`src/rtl/mdu_pkg.sv`:
```
// Shared types, operation codes and helpers for the RV64M multiply/divide unit.
`default_nettype none
package mdu_pkg;

  localparam int XLEN   = 64;
  localparam int NCELLS = XLEN;

  typedef enum logic [3:0] {
    MODE_MUL    = 4'd0,
    MODE_MULH   = 4'd1,
    MODE_MULHSU = 4'd2,
    MODE_MULHU  = 4'd3,
    MODE_DIV    = 4'd4,
    MODE_DIVU   = 4'd5,
    MODE_REM    = 4'd6,
    MODE_REMU   = 4'd7,
    MODE_MULW   = 4'd8,
    MODE_DIVW   = 4'd9,
    MODE_DIVUW  = 4'd10,
    MODE_REMW   = 4'd11,
    MODE_REMUW  = 4'd12
  } mode_t;

  typedef struct packed {
    logic [3:0] mode;    // raw code, unused codes kept for zero result
    logic       is_div;
    logic       neg_lo;  // negate product, or negate quotient
    logic       neg_hi;  // negate remainder
    logic       dz;      // divisor is zero
  } ctl_t;

  typedef struct packed {
    logic [XLEN-1:0] hi;
    logic [XLEN-1:0] lo;
    logic [XLEN-1:0] d;
    logic [XLEN-1:0] a_orig;
    ctl_t            ctl;
  } stage_t;

  function automatic logic [XLEN-1:0] sx32(input logic [XLEN-1:0] v);
    return {{32{v[31]}}, v[31:0]};
  endfunction

endpackage
`default_nettype wire

```
`src/rtl/mdu_cell.sv`:
```
// One chain cell: a shift-add multiply step or a restoring divide step.
`default_nettype none
module mdu_cell import mdu_pkg::*; (
  input  logic   clk,
  input  logic   rst,
  input  logic   in_valid,
  input  stage_t in_data,
  output logic   up_ready,
  output logic   out_valid,
  output stage_t out_data,
  input  logic   down_ready
);
  stage_t      step;
  logic [XLEN:0]   sum;
  logic [XLEN+1:0] diff;
  logic            ge;

  assign up_ready = !out_valid || down_ready;

  always_comb begin
    step = in_data;
    sum  = {1'b0, in_data.hi} + (in_data.lo[0] ? {1'b0, in_data.d} : '0);
    diff = {1'b0, in_data.hi, in_data.lo[XLEN-1]} - {2'b00, in_data.d};
    ge   = !diff[XLEN+1];
    if (in_data.ctl.is_div) begin
      // keep the trial difference when it does not go negative
      step.hi = ge ? diff[XLEN-1:0] : {in_data.hi[XLEN-2:0], in_data.lo[XLEN-1]};
      step.lo = {in_data.lo[XLEN-2:0], ge};
    end else begin
      step.hi = sum[XLEN:1];
      step.lo = {sum[0], in_data.lo[XLEN-1:1]};
    end
  end

  always_ff @(posedge clk) begin
    if (rst) begin
      out_valid <= 1'b0;
    end else if (up_ready) begin
      out_valid <= in_valid;
    end
  end

  always_ff @(posedge clk) begin
    if (up_ready) begin
      out_data <= step;
    end
  end
endmodule
`default_nettype wire

```
`config.mk`:
```
export PLATFORM = sky130hd
export DESIGN_NAME = mdu_cell
export DESIGN_NICKNAME = d
export VERILOG_FILES = /design/src/rtl/mdu_pkg.sv /design/src/rtl/mdu_cell.sv
export SDC_FILE = /design/constraint.sdc
export NUM_CORES = 1
export LEC_CHECK = 0
export BUFFER_PORTS_ARGS = -buffer_cell sky130_fd_sc_hd__clkbuf_2
export CORE_ASPECT_RATIO = 0.75
export CORE_MARGIN = 8
export CORE_UTILIZATION = 35
export CTS_CLUSTER_DIAMETER = 30
export CTS_CLUSTER_SIZE = 12
export DETAILED_ROUTE_END_ITERATION = 8
export PLACE_DENSITY = 0.69
export SETUP_SLACK_MARGIN = 0.3
export SLEW_MARGIN = 20
export SYNTH_ARGS = -nofsm -noshare
export SYNTH_HDL_FRONTEND = slang
export SYNTH_SLANG_ARGS = --single-unit
```
`constraint.sdc`:
```
create_clock -name clk -period 9.53 [get_ports clk]
set_input_delay 0.953 -clock clk [delete_from_list [all_inputs] [get_ports clk]]
set_output_delay 0.953 -clock clk [all_outputs]
set_load 0.01 [all_outputs]
```
=== Word level (Yosys, flattened, before mapping) ===
Index checks and enable logic that the tools add are counted.

* Register bits after elaboration: 265
* Bits of input ports: 268
* Word-level logic and storage cells: 18
* Output and inout bits: 266

* Muxes and demuxes: 3
* Reduce and logical (&&, ||, !) cells: 3
* $add $sub $neg: 2

{| class="wikitable"
|+ Operator list
! kind !! number
|-
| 2-to-1 mux 128 bit || 1
|-
| 2-to-1 mux 64 bit || 2
|-
| subtractor 65 x 64 -> 66 bit || 1
|-
| adder 64 x 64 -> 65 bit || 1
|-
| zero test 1 bit || 2
|-
| logical OR 1 bit || 1
|}

=== Longest topological paths before layout ===
* Depth after elaboration: 3
* Depth in mapped cells: 16
* Depth with buffers taken out: 14

=== Least setup slack after synthesis ===
Ideal clock, no wire load.

* Path type: input port to output port
* Start point: input down_ready
* End point: output up_ready
* Required time: 8.577 ns
* Arrival: 7.356 ns
* Buffers on the path: 0
* Setup slack: 1.221 ns
* Cell stages on the path: 1
* Path through: nand2b_1

* Cells in the longest elaborated chain, start to end: 1

{| class="wikitable"
|+ Ends and longest elaborated chain
! item !! line !! RTL
|-
| start: declaration || mdu_cell.sv:11 || <nowiki>input logic down_ready</nowiki>
|-
| logical OR 1 bit || mdu_cell.sv:18 || <nowiki>assign up_ready = !out_valid || down_ready;</nowiki>
|-
| end: declaration || mdu_cell.sv:8 || <nowiki>output logic up_ready,</nowiki>
|}

Every way passes these cells.

==> flow_summary_export.csv <==
group,metric,value,unit
yosys,synth_edf_count,264,
power,p_switching,0.00135,W
yosys,ys.flop_type,"edfxtp_1",
floorplan,start_util,35.1,%
drt,first_pass_iters,5,
worst_setup_path,worstSetupStartpoint,"in_data[136]",
finish,layout_commonest_cell,"clkbuf_2",
floorplan,rows,72,
yosys,synth_fa_ha_area_share,9.14,%
clock_tree,insertion_delay,610,ps
timing,fin_crit,5280,ps
finish,area_delta_synth_final,29.0,%
clock_tree,cts_max_level,2,
worst_setup_path,start_kind,"primary input",
worst_setup_path,crit_fanout,65,
timing,tightestPinTransition,884,ps
clock_tree,clkTransAtPathRegs,50,ps
yosys,synth_xor_area_share,5.37,%
drt,first_iter_violations,1377,
power,clock_power_share,43.7,%
yosys,yosysUniqueCellTypes,67,
floorplan,fp.dieArea,0.0589,mm2
yosys,synth_compound_area_share,19.3,%
finish,ff_latch_area,0.00795,mm2
finish,final_cell_mix,"clkbuf_2 (532), edfxtp_1 (264), a21oi_1 (173), nand2_1 (145), ha_1 (128)",
clock_tree,clk_path_buf_depth,3,
global_routing,antenna_found_initial,6,
clock_tree,cts-resized-gates,0,
flow_run,maxCapViolCount,0,
yosys,synthMuxAreaShare,5.43,%
placement,portBuffers,533,
yosys,synth_top_area_share,44.2,%
clock_tree,cts_sinks,265,
floorplan,fp.dieH,212,um
yosys,syn-num-nets,2198,
drt,viasPerCell,5.41,
finish,drive_above_1_share,30.4,%
placement,hpwl,52600,um
drt,postRouteAntennaNets,0,
worst_setup_path,reg2reg_slack,6910,ps
timing,finalClockSkew,16.9,ps
power,switching_share,30.6,%
power,p_per_area,190,mW/mm2
timing,grt_setup_unrepaired,"false",
global_routing,grt_pass1_wl,98500,um
yosys,async_reset_ff_share,0,%
timing,finalHoldViolCount,0,
worst_setup_path,worstPathRequired,9860,ps
drt,drt-total-wl,65900,um
timing,whs,519,ps
power,p_int,0.00305,W
power,p_leak,10.6,nW
worst_setup_path,cp_top_family,"compound AO/OA/AOI/OAI gates",
clock_tree,root_buffer,"clkbuf_16",
hold_path,hold_path_class,"primary input to flop",
timing,slew_headroom,40.5,%
worst_setup_path,crit_cells,16,
placement,gp_congestion,0.923,
yosys,yosys.area.top_type,"edfxtp_1",
clock_tree,cts_made_buffers,59,
worst_setup_path,critPathCapture,"out_data[261]",
yosys,synth_top_family_by_area,"compound AO/OA/AOI/OAI gates",
power,p_seq_share,33.4,%
floorplan,io_pins,534,
drt,drc,0,
finish,multi_input_area,0.00930,mm2
worst_setup_path,reg2reg_to,"out_data[234]",
yosys,synthTopCellsByArea,"edfxtp_1 (44%), ha_1 (8.9%), a21oi_1 (4.8%)",
worst_setup_path,critPathCaptureType,"flop",
yosys,ys_seq_area_share,44.3,%
drt,num_vias,16500,
placement,dpl.cell_count,2931,
worst_setup_path,crit_arrival,5620,ps
clock_tree,hold_buffers,0,
finish,nets,2724,
worst_setup_path,slowest_stage,"a41oi_1",
global_routing,grt_max_degree,67,
yosys,yosysWarnings,0,
worst_setup_path,reg2regPathDepth,3,
finish,final_cells,3044,
timing,period_share,55.4,%
worst_setup_path,max_stage_delay,620,ps
yosys,synth-simple-area-share,12.6,%
timing,clock.fmax,0.189,GHz
floorplan,core,0.0511,mm2
global_routing,first_global_vias,16400,
finish,fill_cells,4878,
clock_tree,cts_setup_buffers,0,
floorplan,die_width,278,um
outcome,status,"finished clean",
worst_setup_path,cp_cell_sequence,"clkbuf_2 -> buf_4 -> and2_1 -> ha_1 -> fa_1 -> a211o_1 -> a21boi_0 -> o21ai_0 -> a41oi_1 -> o41ai_1 -> a21oi_1 -> a21oi_1 -> a31oi_1 -> o21ai_0 -> xnor2_1 -> a2bb2oi_1",
global_routing,grt_overflow,0,
timing,tns,0,ps
power,vdd_drop_max,0.000130,V
finish,final_core_util,45.3,%
yosys,syn_area,0.0180,mm2
clock_tree,tritoncts,"done",
worst_setup_path,path_buf_inv,2,
yosys,syn_inst,1800,
worst_setup_path,crit_type,"primary input to flop",
yosys,syn_area_per_cell,9.97,um2
timing,drv_slew,0,
yosys,synth_seq_cells,265,
worst_setup_path,rr_startpoint,"out_valid",
global_routing,grt_usage,21.2,%
power,comb_power_share,22.8,%
drt,wire_per_inst,21.7,um
timing,finalSetupViolations,0,
per-stage QoR:
stage / area [um2] / power [W] / setup WS (ps)
after floorplan: 18000 / 0.00210 / 1220
after global placement: 21200 / 0.00247 / 3740
after detailed placement: 21200 / 0.00248 / 3700
after CTS: 23200 / 0.00444 / 4360
after global routing: 23200 / 0.00459 / 4120
final: 23200 / 0.00439 / 4250
state kept, by name, summed over array words and instances (netlist names):
name       cells
out_valid      1
out_data     264
worst min path at each step:
| stage | startpoint | end | cells past startpoint | slack [ps] |
|---|---|---|---|---|
| final | rst | out_valid | 2 | 520 |
| after global routing | rst | out_valid | 2 | 490 |
| after detailed placement | out_valid | out_data[54] | 1 | 1000 |
| after CTS | rst | out_valid | 2 | 470 |
| after global placement | out_valid | out_data[181] | 1 | 980 |
| after floorplan | rst | out_valid | 1 | 1020 |
cell type report:
class                      count  area share (%)
tap                          666            3.60
antenna                        2          0.0216
sequential                   265            34.3
timing repair buffer         545            11.9
inverter                     103            1.67
clock inverter                47            1.85
multi-input combinational   1352            40.2
clock buffer                  64            6.45
synth_stat cells (4+ instances only):
cell        n
edfxtp_1  264
a21oi_1   173
nand2_1   145
ha_1      128
o21ai_0   127
nor2_1    114
inv_1     103
a21o_1     73
and2_1     67
mux2_2     67
clkbuf_1   62
xnor2_1    57
xor2_1     53
nand4_1    35
nand3_1    32
o211ai_1   32
a31oi_1    25
mux2i_1    22
o21bai_1   21
nor2b_1    19
nand2b_1   14
nor3_1     14
o21a_1     14
a211oi_1   13
a21boi_0   11
buf_2      10
o31ai_1     9
a211o_1     8
and3_1      8
or3_1       8
buf_1       6
nor4_1      5
o21ai_1     5
a221oi_1    4
a41oi_1     4
per-layer routing:
metal	track usage [%]	vias to the layer above	part of all wire, %
met2	36.3	760	48
met5	0	-	0.052
met3	5.84	98	8.9
met1	26.4	7853	41
met4	5.38	6	1.9
li1	-	7737	-
cell families (layout without fill, tap and decap cells):
logic type	count (synthesis)	count (layout)
simple gates	471	471
other cells	0	2
compound gates	552	552
mux	89	89
fa+ha+maj	130	130
buf+inv	183	759
xor+xnor	110	110
flops	265	265
power by group through the flow:
| stage | combinational, W | sequential (W) | clock [W] |
|---|---|---|---|
| detailed placement | 0.000990 | 0.00149 | 0 |
| global route | 0.00109 | 0.00148 | 0.00202 |
| finish | 0.00100 | 0.00147 | 0.00192 |
| CTS | 0.000998 | 0.00147 | 0.00197 |
| floorplan | 0.000540 | 0.00156 | 0 |
| global placement | 0.000983 | 0.00149 | 0 |
No activity file was read; power rests on OpenSTA's default activity.
