## config.mk

```make
export PLATFORM = sky130hd
export DESIGN_NAME = mdu_prep
export DESIGN_NICKNAME = d
export VERILOG_FILES = /design/src/rtl/mdu_pkg.sv /design/src/rtl/mdu_prep.sv
export SDC_FILE = /design/constraint.sdc
export NUM_CORES = 1
export LEC_CHECK = 0
export ABC_AREA = 1
export BUFFER_PORTS_ARGS = -buffer_cell sky130_fd_sc_hd__buf_2
export CORE_AREA = 2 2 154 156
export DETAILED_ROUTE_END_ITERATION = 8
export DIE_AREA = 0 0 156 158
export PLACE_DENSITY = 0.68
export RECOVER_POWER = 50
export SETUP_SLACK_MARGIN = 0.5
export SLEW_MARGIN = 10
export SYNTH_ARGS = -nofsm -noshare
export SYNTH_HDL_FRONTEND = slang
export SYNTH_SLANG_ARGS = --single-unit
```

## constraint.sdc

```tcl
create_clock -name vclk -period 4.35
set_input_delay 1.305 -clock vclk [all_inputs]
set_output_delay 1.305 -clock vclk [all_outputs]
set_load 0.01 [all_outputs]
```

## src/rtl/mdu_pkg.sv

```systemverilog
// Shared types, operation codes and helpers for the RV64M multiply/divide unit.
`default_nettype none
package mdu_pkg;

  localparam int XLEN   = 64;
  localparam int NCELLS = XLEN;

  typedef enum logic [3:0] {
    MODE_MUL    = 4'd0,
    MODE_MULH   = 4'd1,
    MODE_MULHSU = 4'd2,
    MODE_MULHU  = 4'd3,
    MODE_DIV    = 4'd4,
    MODE_DIVU   = 4'd5,
    MODE_REM    = 4'd6,
    MODE_REMU   = 4'd7,
    MODE_MULW   = 4'd8,
    MODE_DIVW   = 4'd9,
    MODE_DIVUW  = 4'd10,
    MODE_REMW   = 4'd11,
    MODE_REMUW  = 4'd12
  } mode_t;

  typedef struct packed {
    logic [3:0] mode;    // raw code, unused codes kept for zero result
    logic       is_div;
    logic       neg_lo;  // negate product, or negate quotient
    logic       neg_hi;  // negate remainder
    logic       dz;      // divisor is zero
  } ctl_t;

  typedef struct packed {
    logic [XLEN-1:0] hi;
    logic [XLEN-1:0] lo;
    logic [XLEN-1:0] d;
    logic [XLEN-1:0] a_orig;
    ctl_t            ctl;
  } stage_t;

  function automatic logic [XLEN-1:0] sx32(input logic [XLEN-1:0] v);
    return {{32{v[31]}}, v[31:0]};
  endfunction

endpackage
`default_nettype wire

```

## src/rtl/mdu_prep.sv

```systemverilog
// Operand conditioning: word extension, sign magnitudes and chain seed.
`default_nettype none
module mdu_prep import mdu_pkg::*; (
  input  logic [3:0]      mode,
  input  logic [XLEN-1:0] operand_a,
  input  logic [XLEN-1:0] operand_b,
  output stage_t          seed
);
  logic            word, sgn_a, sgn_b, is_div, sa, sb;
  logic [XLEN-1:0] a64, b64, ma, mb;

  always_comb begin
    word   = 1'b0;
    sgn_a  = 1'b0;
    sgn_b  = 1'b0;
    is_div = 1'b0;
    case (mode)
      MODE_MULH:             begin sgn_a = 1'b1; sgn_b = 1'b1; end
      MODE_MULHSU:           sgn_a = 1'b1;
      MODE_DIV, MODE_REM:    begin is_div = 1'b1; sgn_a = 1'b1; sgn_b = 1'b1; end
      MODE_DIVU, MODE_REMU:  is_div = 1'b1;
      MODE_MULW:             word = 1'b1;
      MODE_DIVW, MODE_REMW:  begin
        word = 1'b1; is_div = 1'b1; sgn_a = 1'b1; sgn_b = 1'b1;
      end
      MODE_DIVUW, MODE_REMUW: begin word = 1'b1; is_div = 1'b1; end
      default: ;
    endcase

    if (word && sgn_a) begin
      a64 = sx32(operand_a);
      b64 = sx32(operand_b);
    end else if (word && is_div) begin
      a64 = {32'd0, operand_a[31:0]};
      b64 = {32'd0, operand_b[31:0]};
    end else begin
      a64 = operand_a;
      b64 = operand_b;
    end

    sa = sgn_a & a64[XLEN-1];
    sb = sgn_b & b64[XLEN-1];
    ma = sa ? (~a64 + 1'b1) : a64;
    mb = sb ? (~b64 + 1'b1) : b64;

    seed.hi         = '0;
    seed.a_orig     = a64;
    seed.ctl.mode   = mode;
    seed.ctl.is_div = is_div;
    seed.ctl.neg_lo = sa ^ sb;
    seed.ctl.neg_hi = sa;
    seed.ctl.dz     = (b64 == '0);
    if (is_div) begin
      seed.lo = ma;
      seed.d  = mb;
    end else begin
      seed.lo = mb;
      seed.d  = ma;
    end
  end
endmodule
`default_nettype wire

```

Word-level counts from Yosys, hierarchy flattened
Index checks and enable logic that the tools add are counted.

cells by class
  multiplexer cells = 11
  equality and inequality tests = 11
  reductions and logical operators = 7
  $add $sub $neg = 2
  bitwise logic cells = 5

operators by type and width
  operator                 number
  $mux W64                 6
  $add A64 B1 Y64 const B  2
  $mux W128                1
  $not A64 Y64             2
  $logic_not A64 Y1        1
  $eq A4 B4 Y1 const B     5
  $eq A4 B3 Y1 const B     4
  $reduce_or A5 Y1         2
  $reduce_or A8 Y1         1
  $reduce_or A6 Y1         1
  $eq A4 B1 Y1 const B     1
  $eq A4 B2 Y1 const B     1
  $mux W1                  4
  $and A1 B1 Y1            2
  $logic_and A1 B1 Y1      2
  $xor A1 B1 Y1            1

word-level totals
  input bits = 132
  bits in registers = 0
  word-level logic and storage cells = 36

Logic depth before layout (Yosys ltp)
  depth in word-level cells = 10
  gate-level depth with buffers = 16
  depth with buffers taken out = 16

Worst setup path before layout
Ideal clock, no wire load.

  path kind = input to output
  from = input port mode[0]
  to = output port seed[197] (netlist name)
  arrival = 2871 ps
  cell stages on the path = 14
  slack = 174 ps
  required time = 3045 ps
  cells stage by stage = inv_1 -> nand2_1 -> nand2_4 -> nand2_4 -> buf_4 -> o21ai_0 -> inv_1 -> nand3_1 -> nor2_1 -> nand2_1 -> nand2_1 -> nand3_1 -> nand3_1 -> nand2_1

RTL lines
  what         line           RTL
  from (decl)  mdu_prep.sv:4  input logic [3:0] mode,
  to (decl)    mdu_prep.sv:7  output stage_t seed

==> flow_metrics.env <==
export IMPL_run_status="complete, but fails checks"
export IMPL_violations="negative setup slack"
export IMPL_vias=12018
export IMPL_worst_setup_path_start_kind="primary input"
export IMPL_nClkBuffers=0
export IMPL_core_area_um2=23100
export IMPL_hold_depth=2
export IMPL_start_util=0.312
export IMPL_setup_slack_ns=-0.300
export IMPL_wl_per_cell_um=18.3
export IMPL_setup_violations=117
export IMPL_crit_fanout=10
export IMPL_max_cap_violations=0
export IMPL_period_share=1.07
export IMPL_period_minus_slack_ns=4.65
export IMPL_hold_ws_ns=2.83
export IMPL_grt_max_degree=36
export IMPL_design_area_um2=14000
export IMPL_initialDrtViolationCount=897
export IMPL_drive_gt1_frac=0.553
export IMPL_yosys_warnings=0
export IMPL_io_buffers=332
export IMPL_antenna_found_initial=1
export IMPL_viasPerCell=5.10
export IMPL_critPathTopFamily="simple AND/OR/NAND/NOR gates"
export IMPL_wl_um=43000
export IMPL_hpwl_um=34600
export IMPL_grt_pass1_vias=10922
export IMPL_clock_fmax_mhz=215
export IMPL_path_class="primary input to primary output"
export IMPL_syn_avg_cell_area_um2=4.88
export IMPL_seq_cells=0
export IMPL_finalHoldViolCount=0
export IMPL_drt_pass1_iterations=6
export IMPL_gr_usage_all_layers=0.318
export IMPL_rsz0062_at_grt="yes"
export IMPL_io_pins=396
export IMPL_slowest_stage="bufbuf_16"
export IMPL_ys_types=37
export IMPL_grt_pass1_wl_um=60700
export IMPL_place_area_um2=11800
export IMPL_crit_chain="buf_6, nor2_4, nand2_8, bufbuf_16, nand3_2, nand2_4, nor2_4, nand2_2, nor2_2, nand2_1, nand2_2, nand2_1, nand2_1, nand3_1, nand2_2, buf_2"
export IMPL_leakage_nw=7.35
export IMPL_die_area_um2=24600
export IMPL_vdd_drop_max_mv=0.0783
export IMPL_crit_arrival_ns=3.34
export IMPL_gp_congestion=1.07
export IMPL_area_growth_pct=95.3
export IMPL_drt_antenna_violating_nets=0
export IMPL_endpoint_kind="primary output"
export IMPL_final_core_util=0.609
export IMPL_worstHoldPathType="primary input to primary output"
export IMPL_antennaDiodeCount=0
export IMPL_nets=2201
export IMPL_design_power_total_mw=2.33
export IMPL_syn_cell_area_um2=7190
export IMPL_cp_slowest_stage_delay_ns=0.31
export IMPL_p_per_area_nw_per_um2=166
export IMPL_grt_overflow=0
export IMPL_yosysSeqAreaShare=0
export IMPL_cp_required_ns=3.04
export IMPL_num_rows=56
export IMPL_die_h_um=158
export IMPL_die_w_um=156
export IMPL_syn_inst=1475
export IMPL_regArea_um2=0
export IMPL_crit_buf_inv=3
export IMPL_ctsHoldBuffers=0
export IMPL_finalMaxSlewViolations=0
export IMPL_path_depth=16
export IMPL_drc=0
## through the flow
stage | std cells | TNS, ns | setup WS [ns]
floorplan | 1538 | 0 | 0.366
global placement | 2311 | -25.87 | -0.367
finish | 2355 | -13.95 | -0.300
global route | 2355 | -26.43 | -0.393
CTS | 2337 | -11.59 | -0.183
detailed placement | 2311 | -29.02 | -0.405
## synthesized netlist by cell type
library cell | n | area share
a21oi_1 | 15 | 0.010
a31oi_1 | 5 | 0.0043
and3_1 | 1 | 0.00087
buf_1 | 6 | 0.0031
buf_2 | 24 | 0.017
buf_4 | 108 | 0.11
buf_6 | 6 | 0.0094
clkbuf_1 | 17 | 0.0089
clkbuf_4 | 1 | 0.0010
clkinv_1 | 1 | 0.00052
conb_1 | 1 | 0.00052
ha_1 | 2 | 0.0035
inv_1 | 146 | 0.076
inv_2 | 6 | 0.0031
nand2_1 | 428 | 0.22
nand2_2 | 8 | 0.0070
nand2_4 | 3 | 0.0047
nand3_1 | 234 | 0.16
nand3_2 | 3 | 0.0042
nand3_4 | 1 | 0.0024
nand3b_1 | 16 | 0.017
nand4_1 | 11 | 0.0096
nor2_1 | 193 | 0.10
nor2_2 | 12 | 0.010
nor2_4 | 1 | 0.0016
nor3_1 | 11 | 0.0077
nor3_4 | 1 | 0.0023
nor4_1 | 2 | 0.0017
o211ai_1 | 5 | 0.0052
o21ai_0 | 104 | 0.072
o21ai_1 | 11 | 0.0077
o21ai_2 | 4 | 0.0049
o21bai_1 | 4 | 0.0042
or2_1 | 1 | 0.00087
or2_2 | 7 | 0.0061
xnor2_1 | 14 | 0.017
xor2_1 | 62 | 0.075
## path summary, 6_finish.rpt
kind / start / endpoint / slack, ns
setup / recovery: mode[2] / seed[193] / -0.30
hold / removal: operand_a[12] / seed[20] / 2.83
## cells in the final DEF, fill, tap and decap left out, types with 3 or more instances in the layout
cell type  synthesis  final
a21oi_2            0      6
nand3_4            1     22
o211ai_1           5      5
nor3_2             0      3
buf_6              6     45
nand2_1          428    302
nor2_4             1     44
or2_4              0      4
nor2_2            12     42
nand3b_1          16     16
inv_1            146    123
o21ai_4            0     10
or2_2              7      3
buf_2             24    274
xnor2_1           14      7
a21oi_1           15      7
inv_4              0      3
nand3_2            3     79
nand2_4            3     26
conb_1             1     64
inv_2              6     21
o21ai_2            4     72
nor3_1            11      7
buf_8              0      4
nand4_1           11     11
xor2_1            62     45
xnor2_2            0      5
buf_12             0     26
nand2_2            8    106
nor2_1           193    120
nand3_1          234    137
nand2_8            0      8
buf_4            108    296
xor2_2             0     17
o21ai_0          104     11
clkbuf_1          17     34
o21ai_1           11     26
a31oi_1            5      3
## logic make-up (layout without fill, tap and decap cells)
group,after synthesis,count (layout),share of synthesized area
compound gates,148,148,0.109
buf+inv,315,839,0.232
other cells,1,64,0.000521
fa+ha+maj,2,2,0.00348
xor+xnor,76,76,0.0925
simple gates,933,936,0.563
## metal layers
| layer | up-vias | global-route usage | part of all wire |
|---|---|---|---|
| met3 | 122 | 0.0397 | 0.074 |
| met1 | 5573 | 0.442 | 0.44 |
| met2 | 589 | 0.498 | 0.44 |
| met5 | - | 0 | 0.00030 |
| li1 | 5732 | - | - |
| met4 | 2 | 0.126 | 0.046 |
## cell type report
class,count,area [um^2]
timing repair inverter,2,20.0
multi-input combinational,1226,8090
tap,290,363
fill,2188,9000
timing repair buffer,684,4950
inverter,153,628
## repair_timing
action                     CTS  global route
setup endpoints to repair  157           156
buffers inserted            20            14
pin swaps                   54            52
cloned                       6             4
resized for setup          209           245
## power by group
part           internal [mW]  leakage, nW  switching [mW]
Combinational          0.966         7.35            1.36
Sequential                 0            0               0
Clock                      0            0               0
Note: power is estimated with default switching activity, not from simulation.
