===== config.mk =====
export PLATFORM = sky130hd
export DESIGN_NAME = mdu_post_flat
export DESIGN_NICKNAME = d
export VERILOG_FILES = /design/src/rtl/mdu_pkg.sv /design/src/rtl/mdu_out_if.sv /design/src/rtl/mdu_post.sv /design/src/flat_wrapper.sv
export SDC_FILE = /design/constraint.sdc
export NUM_CORES = 1
export LEC_CHECK = 0
export BUFFER_PORTS_ARGS = -buffer_cell sky130_fd_sc_hd__buf_2
export CELL_PAD_IN_SITES_DETAIL_PLACEMENT = 0
export CELL_PAD_IN_SITES_GLOBAL_PLACEMENT = 2
export CORE_ASPECT_RATIO = 1.75
export CORE_MARGIN = 2
export CORE_UTILIZATION = 30
export CTS_BUF_LIST = sky130_fd_sc_hd__clkbuf_16
export DETAILED_ROUTE_END_ITERATION = 6
export PLACE_DENSITY_LB_ADDON = 0.1
export SKIP_CTS_REPAIR_TIMING = 1
export SYNTH_ARGS = -nofsm -noshare
export SYNTH_HDL_FRONTEND = slang
export SYNTH_SLANG_ARGS = --single-unit

===== constraint.sdc =====
create_clock -name clk -period 11 [get_ports clk]
set_input_delay 1.1 -clock clk [delete_from_list [all_inputs] [get_ports clk]]
set_output_delay 1.1 -clock clk [all_outputs]
set_load 0.1 [all_outputs]

===== src/rtl/mdu_pkg.sv =====
// Shared types, operation codes and helpers for the RV64M multiply/divide unit.
`default_nettype none
package mdu_pkg;

  localparam int XLEN   = 64;
  localparam int NCELLS = XLEN;

  typedef enum logic [3:0] {
    MODE_MUL    = 4'd0,
    MODE_MULH   = 4'd1,
    MODE_MULHSU = 4'd2,
    MODE_MULHU  = 4'd3,
    MODE_DIV    = 4'd4,
    MODE_DIVU   = 4'd5,
    MODE_REM    = 4'd6,
    MODE_REMU   = 4'd7,
    MODE_MULW   = 4'd8,
    MODE_DIVW   = 4'd9,
    MODE_DIVUW  = 4'd10,
    MODE_REMW   = 4'd11,
    MODE_REMUW  = 4'd12
  } mode_t;

  typedef struct packed {
    logic [3:0] mode;    // raw code, unused codes kept for zero result
    logic       is_div;
    logic       neg_lo;  // negate product, or negate quotient
    logic       neg_hi;  // negate remainder
    logic       dz;      // divisor is zero
  } ctl_t;

  typedef struct packed {
    logic [XLEN-1:0] hi;
    logic [XLEN-1:0] lo;
    logic [XLEN-1:0] d;
    logic [XLEN-1:0] a_orig;
    ctl_t            ctl;
  } stage_t;

  function automatic logic [XLEN-1:0] sx32(input logic [XLEN-1:0] v);
    return {{32{v[31]}}, v[31:0]};
  endfunction

endpackage
`default_nettype wire


===== src/rtl/mdu_out_if.sv =====
// Output channel: 64-bit destination value.
`default_nettype none
interface mdu_out_if;
  logic        valid;
  logic        ready;
  logic [63:0] result;
  modport source (output valid, result, input ready);
  modport sink   (input valid, result, output ready);
endinterface
`default_nettype wire


===== src/rtl/mdu_post.sv =====
// Result stage: sign fix-up, special cases, word extension and output register.
`default_nettype none
module mdu_post import mdu_pkg::*; (
  input  logic   clk,
  input  logic   rst,
  input  logic   in_valid,
  input  stage_t in_data,
  output logic   up_ready,
  mdu_out_if.source out_ch
);
  logic [2*XLEN-1:0] prod;
  logic [XLEN-1:0]   q, r, res;

  assign up_ready = !out_ch.valid || out_ch.ready;

  always_comb begin
    prod = {in_data.hi, in_data.lo};
    if (in_data.ctl.neg_lo) prod = ~prod + 1'b1;
    q = in_data.ctl.neg_lo ? (~in_data.lo + 1'b1) : in_data.lo;
    r = in_data.ctl.neg_hi ? (~in_data.hi + 1'b1) : in_data.hi;
    if (in_data.ctl.dz) begin
      q = '1;
      r = in_data.a_orig;
    end
    case (in_data.ctl.mode)
      MODE_MUL:                           res = prod[XLEN-1:0];
      MODE_MULH, MODE_MULHSU, MODE_MULHU: res = prod[2*XLEN-1:XLEN];
      MODE_DIV, MODE_DIVU:                res = q;
      MODE_REM, MODE_REMU:                res = r;
      MODE_MULW:                          res = sx32(prod[XLEN-1:0]);
      MODE_DIVW, MODE_DIVUW:              res = sx32(q);
      MODE_REMW, MODE_REMUW:              res = sx32(r);
      default:                            res = '0;
    endcase
  end

  always_ff @(posedge clk) begin
    if (rst) begin
      out_ch.valid <= 1'b0;
    end else if (up_ready) begin
      out_ch.valid <= in_valid;
    end
  end

  always_ff @(posedge clk) begin
    if (up_ready) begin
      out_ch.result <= res;
    end
  end
endmodule
`default_nettype wire

===== src/flat_wrapper.sv =====
// flat-port wrapper written by rule: the top's interface ports become plain ports
module mdu_post_flat import mdu_pkg::*;
  (clk, rst, in_valid, in_data, up_ready, out_ch_valid, out_ch_result, out_ch_ready);
  mdu_out_if out_ch_i ();
  input  logic clk;
  input  logic rst;
  input  logic in_valid;
  input  stage_t in_data;
  output logic up_ready;
  output wire logic [$bits(out_ch_i.valid)-1:0] out_ch_valid;
  output wire logic [$bits(out_ch_i.result)-1:0] out_ch_result;
  input wire logic [$bits(out_ch_i.ready)-1:0] out_ch_ready;
  assign out_ch_valid = out_ch_i.valid;
  assign out_ch_result = out_ch_i.result;
  assign out_ch_i.ready = out_ch_ready;
  mdu_post u_core (.clk(clk), .rst(rst), .in_valid(in_valid), .in_data(in_data), .up_ready(up_ready), .out_ch(out_ch_i));
endmodule

## Word level (Yosys, flattened, before mapping)

Cells that the tools add are included.

| operators by class | value |
|---|---|
| eq/ne operators | 12 |
| bitwise gates (word level) | 3 |
| muxes and demuxes | 6 |
| add/subtract/negate cells | 3 |
| reduce and logical (&&, ||, !) cells | 8 |

Operator list:

| operator | count |
|---|---|
| $pmux W64 S7 | 1 |
| $mux W64 | 4 |
| $add A128 B1 Y128 const B | 1 |
| $add A64 B1 Y64 const B | 2 |
| $mux W128 | 1 |
| $not A128 Y128 | 1 |
| $not A64 Y64 | 2 |
| $eq A4 B4 Y1 const B | 5 |
| $eq A4 B3 Y1 const B | 4 |
| $eq A4 B2 Y1 const B | 2 |
| $reduce_or A2 Y1 | 4 |
| $eq A4 B1 Y1 const B | 1 |
| $logic_not A4 Y1 | 1 |
| $reduce_or A3 Y1 | 1 |
| $logic_not A1 Y1 | 1 |
| $logic_or A1 B1 Y1 | 1 |

| word-level totals | value |
|---|---|
| output and inout port bits | 66 |
| bits in registers | 65 |

## Longest topological paths before layout

Gate-level depths: netlist (run 1).

| depth | value |
|---|---|
| word-level depth | 5 |
| gate-level depth with buffers | 11 |

## Worst setup path after synthesis (run 1)

OpenSTA, ideal clock, no wires.

| timing path | value |
|---|---|
| path kind | input-to-output |
| start | input out_ch_ready |
| end | output up_ready |
| slack | 6.514 ns |
| stages on the path | 1 |
| required time | 9.900 ns |
| data arrival time | 3.386 ns |
| path through | nand2b_1 |

| on the way | value |
|---|---|
| word-level cells in the longest chain between the ends | 1 |

Ends and longest elaborated chain:

| element | line | RTL |
|---|---|---|
| start, declared | flat_wrapper.sv:12 | `input wire logic [$bits(out_ch_i.ready)-1:0] out_ch_ready;` |
| $logic_or A1 B1 Y1 | mdu_post.sv:14 | `assign up_ready = !out_ch.valid \|\| out_ch.ready;` |
| end, declared | flat_wrapper.sv:9 | `output logic up_ready;` |

Every way passes these cells.

## Worst setup path after layout (run 1)

| timing path | value |
|---|---|
| start | input in_data[220] (netlist name) |
| end | register u_core.out_ch.result[40] (data pin) |

| on the way | value |
|---|---|
| word-level cells in the longest chain between the ends | 5 |
| elaborated cells between the ends (all ways) | 8 |
| classes of those cells | 2 x add/sub; 4 x mux; 2 x bitwise |

Ends and longest elaborated chain:

| element | line | RTL |
|---|---|---|
| start, declared | flat_wrapper.sv:8 | `input stage_t in_data;` |
| $not A64 Y64 | mdu_post.sv:20 | `r = in_data.ctl.neg_hi ? (~in_data.hi + 1'b1) : in_data.hi;` |
| $add A64 B1 Y64 | mdu_post.sv:20 |  |
| $mux W64 | mdu_post.sv:20 |  |
| $mux W64 | mdu_post.sv:21 | `if (in_data.ctl.dz) begin` |
| $pmux W64 S7 * | mdu_post.sv:25 | `case (in_data.ctl.mode)` |
| net u_core.res[40] | mdu_post.sv:12 | `logic [XLEN-1:0] q, r, res;` |
| end signal, assigned | mdu_post.sv:47 | `out_ch.result <= res;` |
| end, declared | mdu_out_if.sv:7 | `modport source (output valid, result, input ready);` |

The timed path passes the listed nets; every way through them passes the cells marked *.
A chain may end at the register's enable or synchronous reset.

==> reports/metrics.cfg, run 1 <==
[outcome]
status=complete, no violations

[worst_setup_path]
path_max_fanout=19
cpPeakStageDelay_ps=840
worstReg2RegEnd=u_core.out_ch.result[13]
worst_path_max_delay_cell=or3_1
path_common_cell=o211ai_1
cp-end-kind=flip-flop
cp_top_family=simple AND/OR/NAND/NOR gates
ff2ff_setup_slack_ps=9370
path_cells=buf_2 -> nor4_1 -> nand4_1 -> o211ai_1 -> a211oi_1 -> or3_1 -> a2111oi_0 -> o211ai_1
critPathBufInv=1
crit_required_ps=11080
reg2reg_from=u_core.out_ch.valid
cp.depth=8
reg2regPathDepth=2
startpoint_type=input port
critPathKind=in -> reg
worstPathArrival_ps=4920

[clock_network]
clk_path_buf_depth=2
clk_latency_ps=360
clockRootBuffer=clkbuf_16
clock_sinks=65
clk_pin_slew_worst_paths_ps=60
cts_max_level=3
numCtsBuffers=9
tritoncts=done

[route]
drtAntennaViolNets=0
drc=0
vias=11860
routedWlPerCell_um=30.95
dr.first_iter.drc_count=1119
dr.pass1.iters=5
finalWirelength_um=58440
vias_per_cell=6.280

[die]
die_w_um=138.3
dieHeight_um=239.0
core_area_mm2=0.03131
start_util_pct=30.24
die_area_mm2=0.03305
core.rowCount=86
io_pins=334

[timing]
fin_crit_sh_pct=43.95
layout_min_cycle_time_ps=4834
slew_viol_final=0
slew_headroom_pct=20.82
finClkSkew_ps=7.027
rsz0062_at_grt=false
whs_ps=775.4
hold_viol=0
setup_violations=0
setup_tns_ps=0
fin_ws_ps=6166
worst_slew_pin_slew_ps=1172
max_freq_mhz=206.9

[yosys]
synth_ff_type=edfxtp_1
synth_top_family_by_area=simple AND/OR/NAND/NOR gates
synth_xor_area_share_pct=13.41
synth_warnings=0
yosysTopAreaCellShare_pct=20.30
yosysSeqAreaShare_pct=20.51
synthTopCellsByCount=o21ai_0, nand2_1, clkbuf_1, xor2_1, nor2_1
synth_edf_count=64
synth_area_leaders=edfxtp_1, xor2_1, o21ai_0
yosys.area_share.simple_pct=31.04
yosys.area.top_type=edfxtp_1
synth_fa_ha_area_share_pct=0.3965
synth-seq-cells=65
async_flop_share_pct=0
synth_cells=1300
synth_area_mm2=0.009468
syn_area_per_cell_um2=7.283
yosysUniqueCellTypes=73
yosysMostFrequentCell=o21ai_0
synth_compound_area_share_pct=27.16
syn_nets=1571
synth_mux_area_share_pct=1.837

[grt]
first_global_vias=11620
globalRouteOverflowTotal=0
grt_max_degree=81
antenna_found_initial=0
grt_pass1_wl_um=81940
gr-usage-all-layers_pct=34.18

[placement]
io_buffers=268
dp_hpwl_um=45790
routabilityCongestion=0.9391
post-place-ws_ps=5992

[finish]
drive_gt1_share_pct=23.12
area_delta_synth_final_pct=20.70
n_antenna_cell=0
nNetsFinal=1758

[min_path]
hold_start=u_core.out_ch.valid
hold_depth=2
min_to=u_core.out_ch.valid
min_path_type=reg -> reg

[run]
maxCapViolCount=0

[pwr]
p_leak_nw=4.157
worst_ir_drop_vdd_v=0.00009362
power_density_mw_per_mm2=116.3

## stage by stage
step           instances  power [mW]  utilization [%]  instance area [µm²]
6_report            1888       1.329            36.49                11430
5_1_grt             1888       1.373            36.49                11430
4_1_cts             1888       1.334            36.49                11430
3_5_place_dp        1872       1.011            35.50                11120
3_3_place_gp        1872       1.012            35.50                11120
2_1_floorplan       1300      0.8183                -                 9468
## power breakdown
part / leakage, nW / total [mW] / internal (mW) / switching [mW]
Clock: 0.150 / 0.319 / 0.196 / 0.123
Sequential: 0.690 / 0.333 / 0.322 / 0.0110
Combinational: 3.32 / 0.677 / 0.143 / 0.534
Total: 4.16 / 1.33 / 0.662 / 0.667
## cells in the final DEF, fill, tap and decap left out, drive strengths merged, types with 22 or more instances in the layout
master,count
xor2,89
nor4,63
nand4,30
a21oi,38
or3,33
buf,301
nor3,60
nor2,65
or4,34
o21ai,152
o41ai,22
edfxtp,64
nand2,127
xnor2,56
nand3,44
o31ai,35
## layer usage
metal / part of all wire (%) / track usage [%]
met4: 9.3 / 27.55
met5: 0 / 0
met2: 50 / 60.88
met1: 35 / 36.44
met3: 5.6 / 3.706
## logic make-up (layout without fill, tap and decap cells)
kind of cell | Yosys count | after routing
muxes | 17 | 17
AOI/OAI and AO/OA | 386 | 386
xor gates and xnor gates | 145 | 145
adders and majority gates | 3 | 3
buffers and inverters | 138 | 330
DFF | 65 | 65
and+or+nand+nor | 546 | 546
## final cells by class
type                       instances  area, µm²
timing repair buffer             301       1592
sequential                        65       1942
inverter                          13      48.80
fill                            3496      19890
tap                              396      495.5
clock buffer                       9      225.2
multi-input combinational       1097       7039
clock inverter                     7      85.08
## worst max-delay path by stage
stage / start / end / slack, ps
after floorplan: out_ch_ready / up_ready / 6510
after global placement: in_data[136] / u_core.out_ch.result[50] / 5940
after detailed placement: in_data[223] / u_core.out_ch.result[40] / 5990
after CTS: in_data[223] / u_core.out_ch.result[40] / 6370
after global routing: in_data[223] / u_core.out_ch.result[40] / 6100
final: in_data[220] / u_core.out_ch.result[40] / 6170
## flip-flops by register name (all words and copies together) (netlist names)
signal / flops
u_core.out_ch.valid: 1
u_core.out_ch.result: 64
## worst reg2reg max path: stages, from the launching register on
cell      delay, ps
dfxtp_1         330
nand2b_4        280
buf_4           590
Note: power is estimated with default switching activity, not from simulation.
==> inputs of run 2 (changes only) <==
- CORE_UTILIZATION: 30 -> 28
- clock period: 11 -> 4.5 ns (I/O delays scaled with it)
==> run 2 against run 1 <==
Design area increased by 3.8%. Final cell count increased by 6.0%. Wire length increased by 6.9%. Die area increased by 7.0%. Critical path depth increased by 1. Hold slack got worse by 550 ps. Combinational power increased by 150%. Flip-flop and latch count unchanged. Critical path type unchanged. Critical endpoint is now u_core.out_ch.result[56]. Highest routed layer is now met5.
==> reports/metrics.cfg, run 2 (synthesis gave the netlist of run 1 again) <==
[finish]
largest_reg_flops=64  ; unchanged
fin_util_pct=35.40  ; -1.1 points
n_antenna_cell=0  ; unchanged
layout_commonest_cell=buf_2
top_regs=u_core.out_ch.result: 64 flops, u_core.out_ch.valid: 1 flops
most-common-layout-cells=buf_2, o21ai_0, nand2_1, xor2_1, buf_4
nNetsFinal=1813  ; +3.1%
drive_gt1_share_pct=25.53  ; +2.4 points
area_delta_synth_final_pct=25.33
regMostFlops=u_core.out_ch.result

[placement]
routabilityCongestion=0.9700  ; +3.3%
post-place-ws_ps=527.4  ; -5464 ps
dp_hpwl_um=49300  ; +7.7%
io_buffers=268  ; unchanged

[worst_setup_path]
path_max_fanout=19  ; unchanged
critPathKind=in -> reg
crit_required_ps=4590  ; -6490 ps
startpoint_type=input port
worstPathArrival_ps=3730  ; -1190 ps
reg2reg_from=u_core.out_ch.valid
ff2ff_setup_slack_ps=2810  ; -6560 ps
cp-end-kind=flip-flop
reg2regPathDepth=2  ; unchanged
worstReg2RegEnd=u_core.out_ch.result[41]

[die]
io_pins=334  ; unchanged
dieHeight_um=247.3  ; +3.4%
die_area_mm2=0.03536  ; +7.0%
core_area_mm2=0.03352  ; +7.0%
start_util_pct=28.25  ; -2.0 points
die_w_um=143.0  ; +3.4%
core.rowCount=89  ; +3.5%

[pwr]
worst_ir_drop_vdd_v=0.0002060  ; +120%
p_leak_nw=4.409  ; +6.1%
switching_share_pct=51.51  ; +1.3 points
p_sw_mw=1.672  ; +150%
power_density_mw_per_mm2=273.5  ; +140%
clock_power_share_pct=22.6  ; -1.4 points
power_mw=3.246  ; +140%
power_frac_seq_pct=25.2  ; about the same
p_comb_share_pct=52.2  ; +1.3 points
internal_power_mw=1.574  ; +140%

[route]
dr.first_iter.drc_count=1007  ; -10%
finalWirelength_um=62480  ; +6.9%
dr.pass1.iters=6  ; +1
vias_per_cell=6.052  ; -3.6%
drtAntennaViolNets=0  ; unchanged
drc=0  ; unchanged
vias=12120  ; +2.2%
routedWlPerCell_um=31.21  ; +0.82%

[timing]
slew_headroom_pct=30.68  ; +9.9 points
setup_violations=0  ; unchanged
rsz0062_at_grt=false
fin_crit_sh_pct=80.82
hold_viol=0  ; unchanged
fin_ws_ps=863.1  ; -5303 ps
max_freq_mhz=275.0
whs_ps=223.9  ; -551.5 ps
layout_min_cycle_time_ps=3637
worst_slew_pin_slew_ps=1029  ; -143.5 ps
setup_tns_ps=0  ; unchanged
slew_viol_final=0  ; unchanged
finClkSkew_ps=8.231  ; +1.204 ps

[clock_network]
clk_pin_slew_worst_paths_ps=70  ; about the same
clockRootBuffer=clkbuf_16
clk_path_buf_depth=2  ; unchanged
tritoncts=done
clock_sinks=65  ; unchanged
numCtsBuffers=9  ; unchanged
cts_max_level=3  ; unchanged
clk_latency_ps=380  ; +20 ps

[grt]
first_global_vias=11790  ; +1.5%
gr-usage-all-layers_pct=34.73  ; +0.56 points
grt_max_degree=63  ; -22%
globalRouteOverflowTotal=0  ; unchanged
antenna_found_initial=1  ; +1
grt_pass1_wl_um=85990  ; +4.9%

[min_path]
hold_depth=2  ; unchanged
hold_start=rst
min_path_type=in -> reg
min_to=u_core.out_ch.valid

[run]
maxCapViolCount=0  ; unchanged

[outcome]
status=complete, no violations

[run 2: cell types whose count changed in the layout (fill, tap and decap cells not counted)]
cell,change
clkinv_2,-1
nor3_1,+1
nor4_2,+1
clkinvlp_4,-1
nor3_2,-1
inv_1,+2
buf_4,+54
bufinv_16,-1
buf_12,+1
nor4_4,-2
clkinv_1,+1
nor4_1,+1
[run 2: power groups by stage]
stage               clock network (mW)  registers, mW  logic [mW]
global route                     0.768          0.829        1.76
detailed placement                   0          0.829        1.68
CTS                              0.751          0.820        1.69
global placement                     0          0.828        1.69
floorplan                            0           1.54       0.459
finish                           0.733          0.819        1.69
[run 2: layout make-up]
type | count | area (µm²)
Multi-Input combinational cell | 1097 | 7010
Sequential cell | 65 | 1942
Timing Repair Buffer | 356 | 2017
Clock inverter | 7 | 53.80
Tap cell | 455 | 569.3
Inverter | 13 | 48.80
Fill cell | 3736 | 21650
Clock buffer | 9 | 225.2
[run 2: per-layer routing]
layer / share of wire [%] / track usage [%] / wire (µm) / vias to the layer above
met5: 0.013 / 0 / 8 / -
met3: 5.0 / 3.389 / 3145 / 192
met2: 50 / 60.81 / 31090 / 611
li1: - / - / - / 5488
met1: 35 / 36.16 / 21660 / 5824
met4: 11 / 31.33 / 6575 / 2
[run 2: per-stage QoR]
step / std cells / area (µm²)
2_1_floorplan: 1300 / 9468
3_5_place_dp: 1986 / 11590
5_1_grt: 2002 / 11870
4_1_cts: 2002 / 11870
3_3_place_gp: 1986 / 11590
6_report: 2002 / 11870
[run 2: how the worst max path moves through the flow]
| stage | from | slack, ps | end | cells past startpoint |
|---|---|---|---|---|
| after global routing | in_data[220] | 700 | u_core.out_ch.result[56] | 9 |
| after global placement | in_data[136] | 560 | u_core.out_ch.result[46] | 10 |
| after CTS | in_data[220] | 930 | u_core.out_ch.result[39] | 9 |
| after floorplan | u_core.out_ch.valid | 730 | u_core.out_ch.result[0] | 1 |
| after detailed placement | in_data[220] | 530 | u_core.out_ch.result[39] | 9 |
| final | in_data[220] | 860 | u_core.out_ch.result[56] | 9 |
[run 2: worst max-delay path, cell delays in order]
cell and delay, ps:
buf_2 190, nor4_1 690, nand4_1 610, o211ai_1 420, a211oi_1 150, or3_1 450
buf_12 190, a2111oi_0 420, nand4_1 140
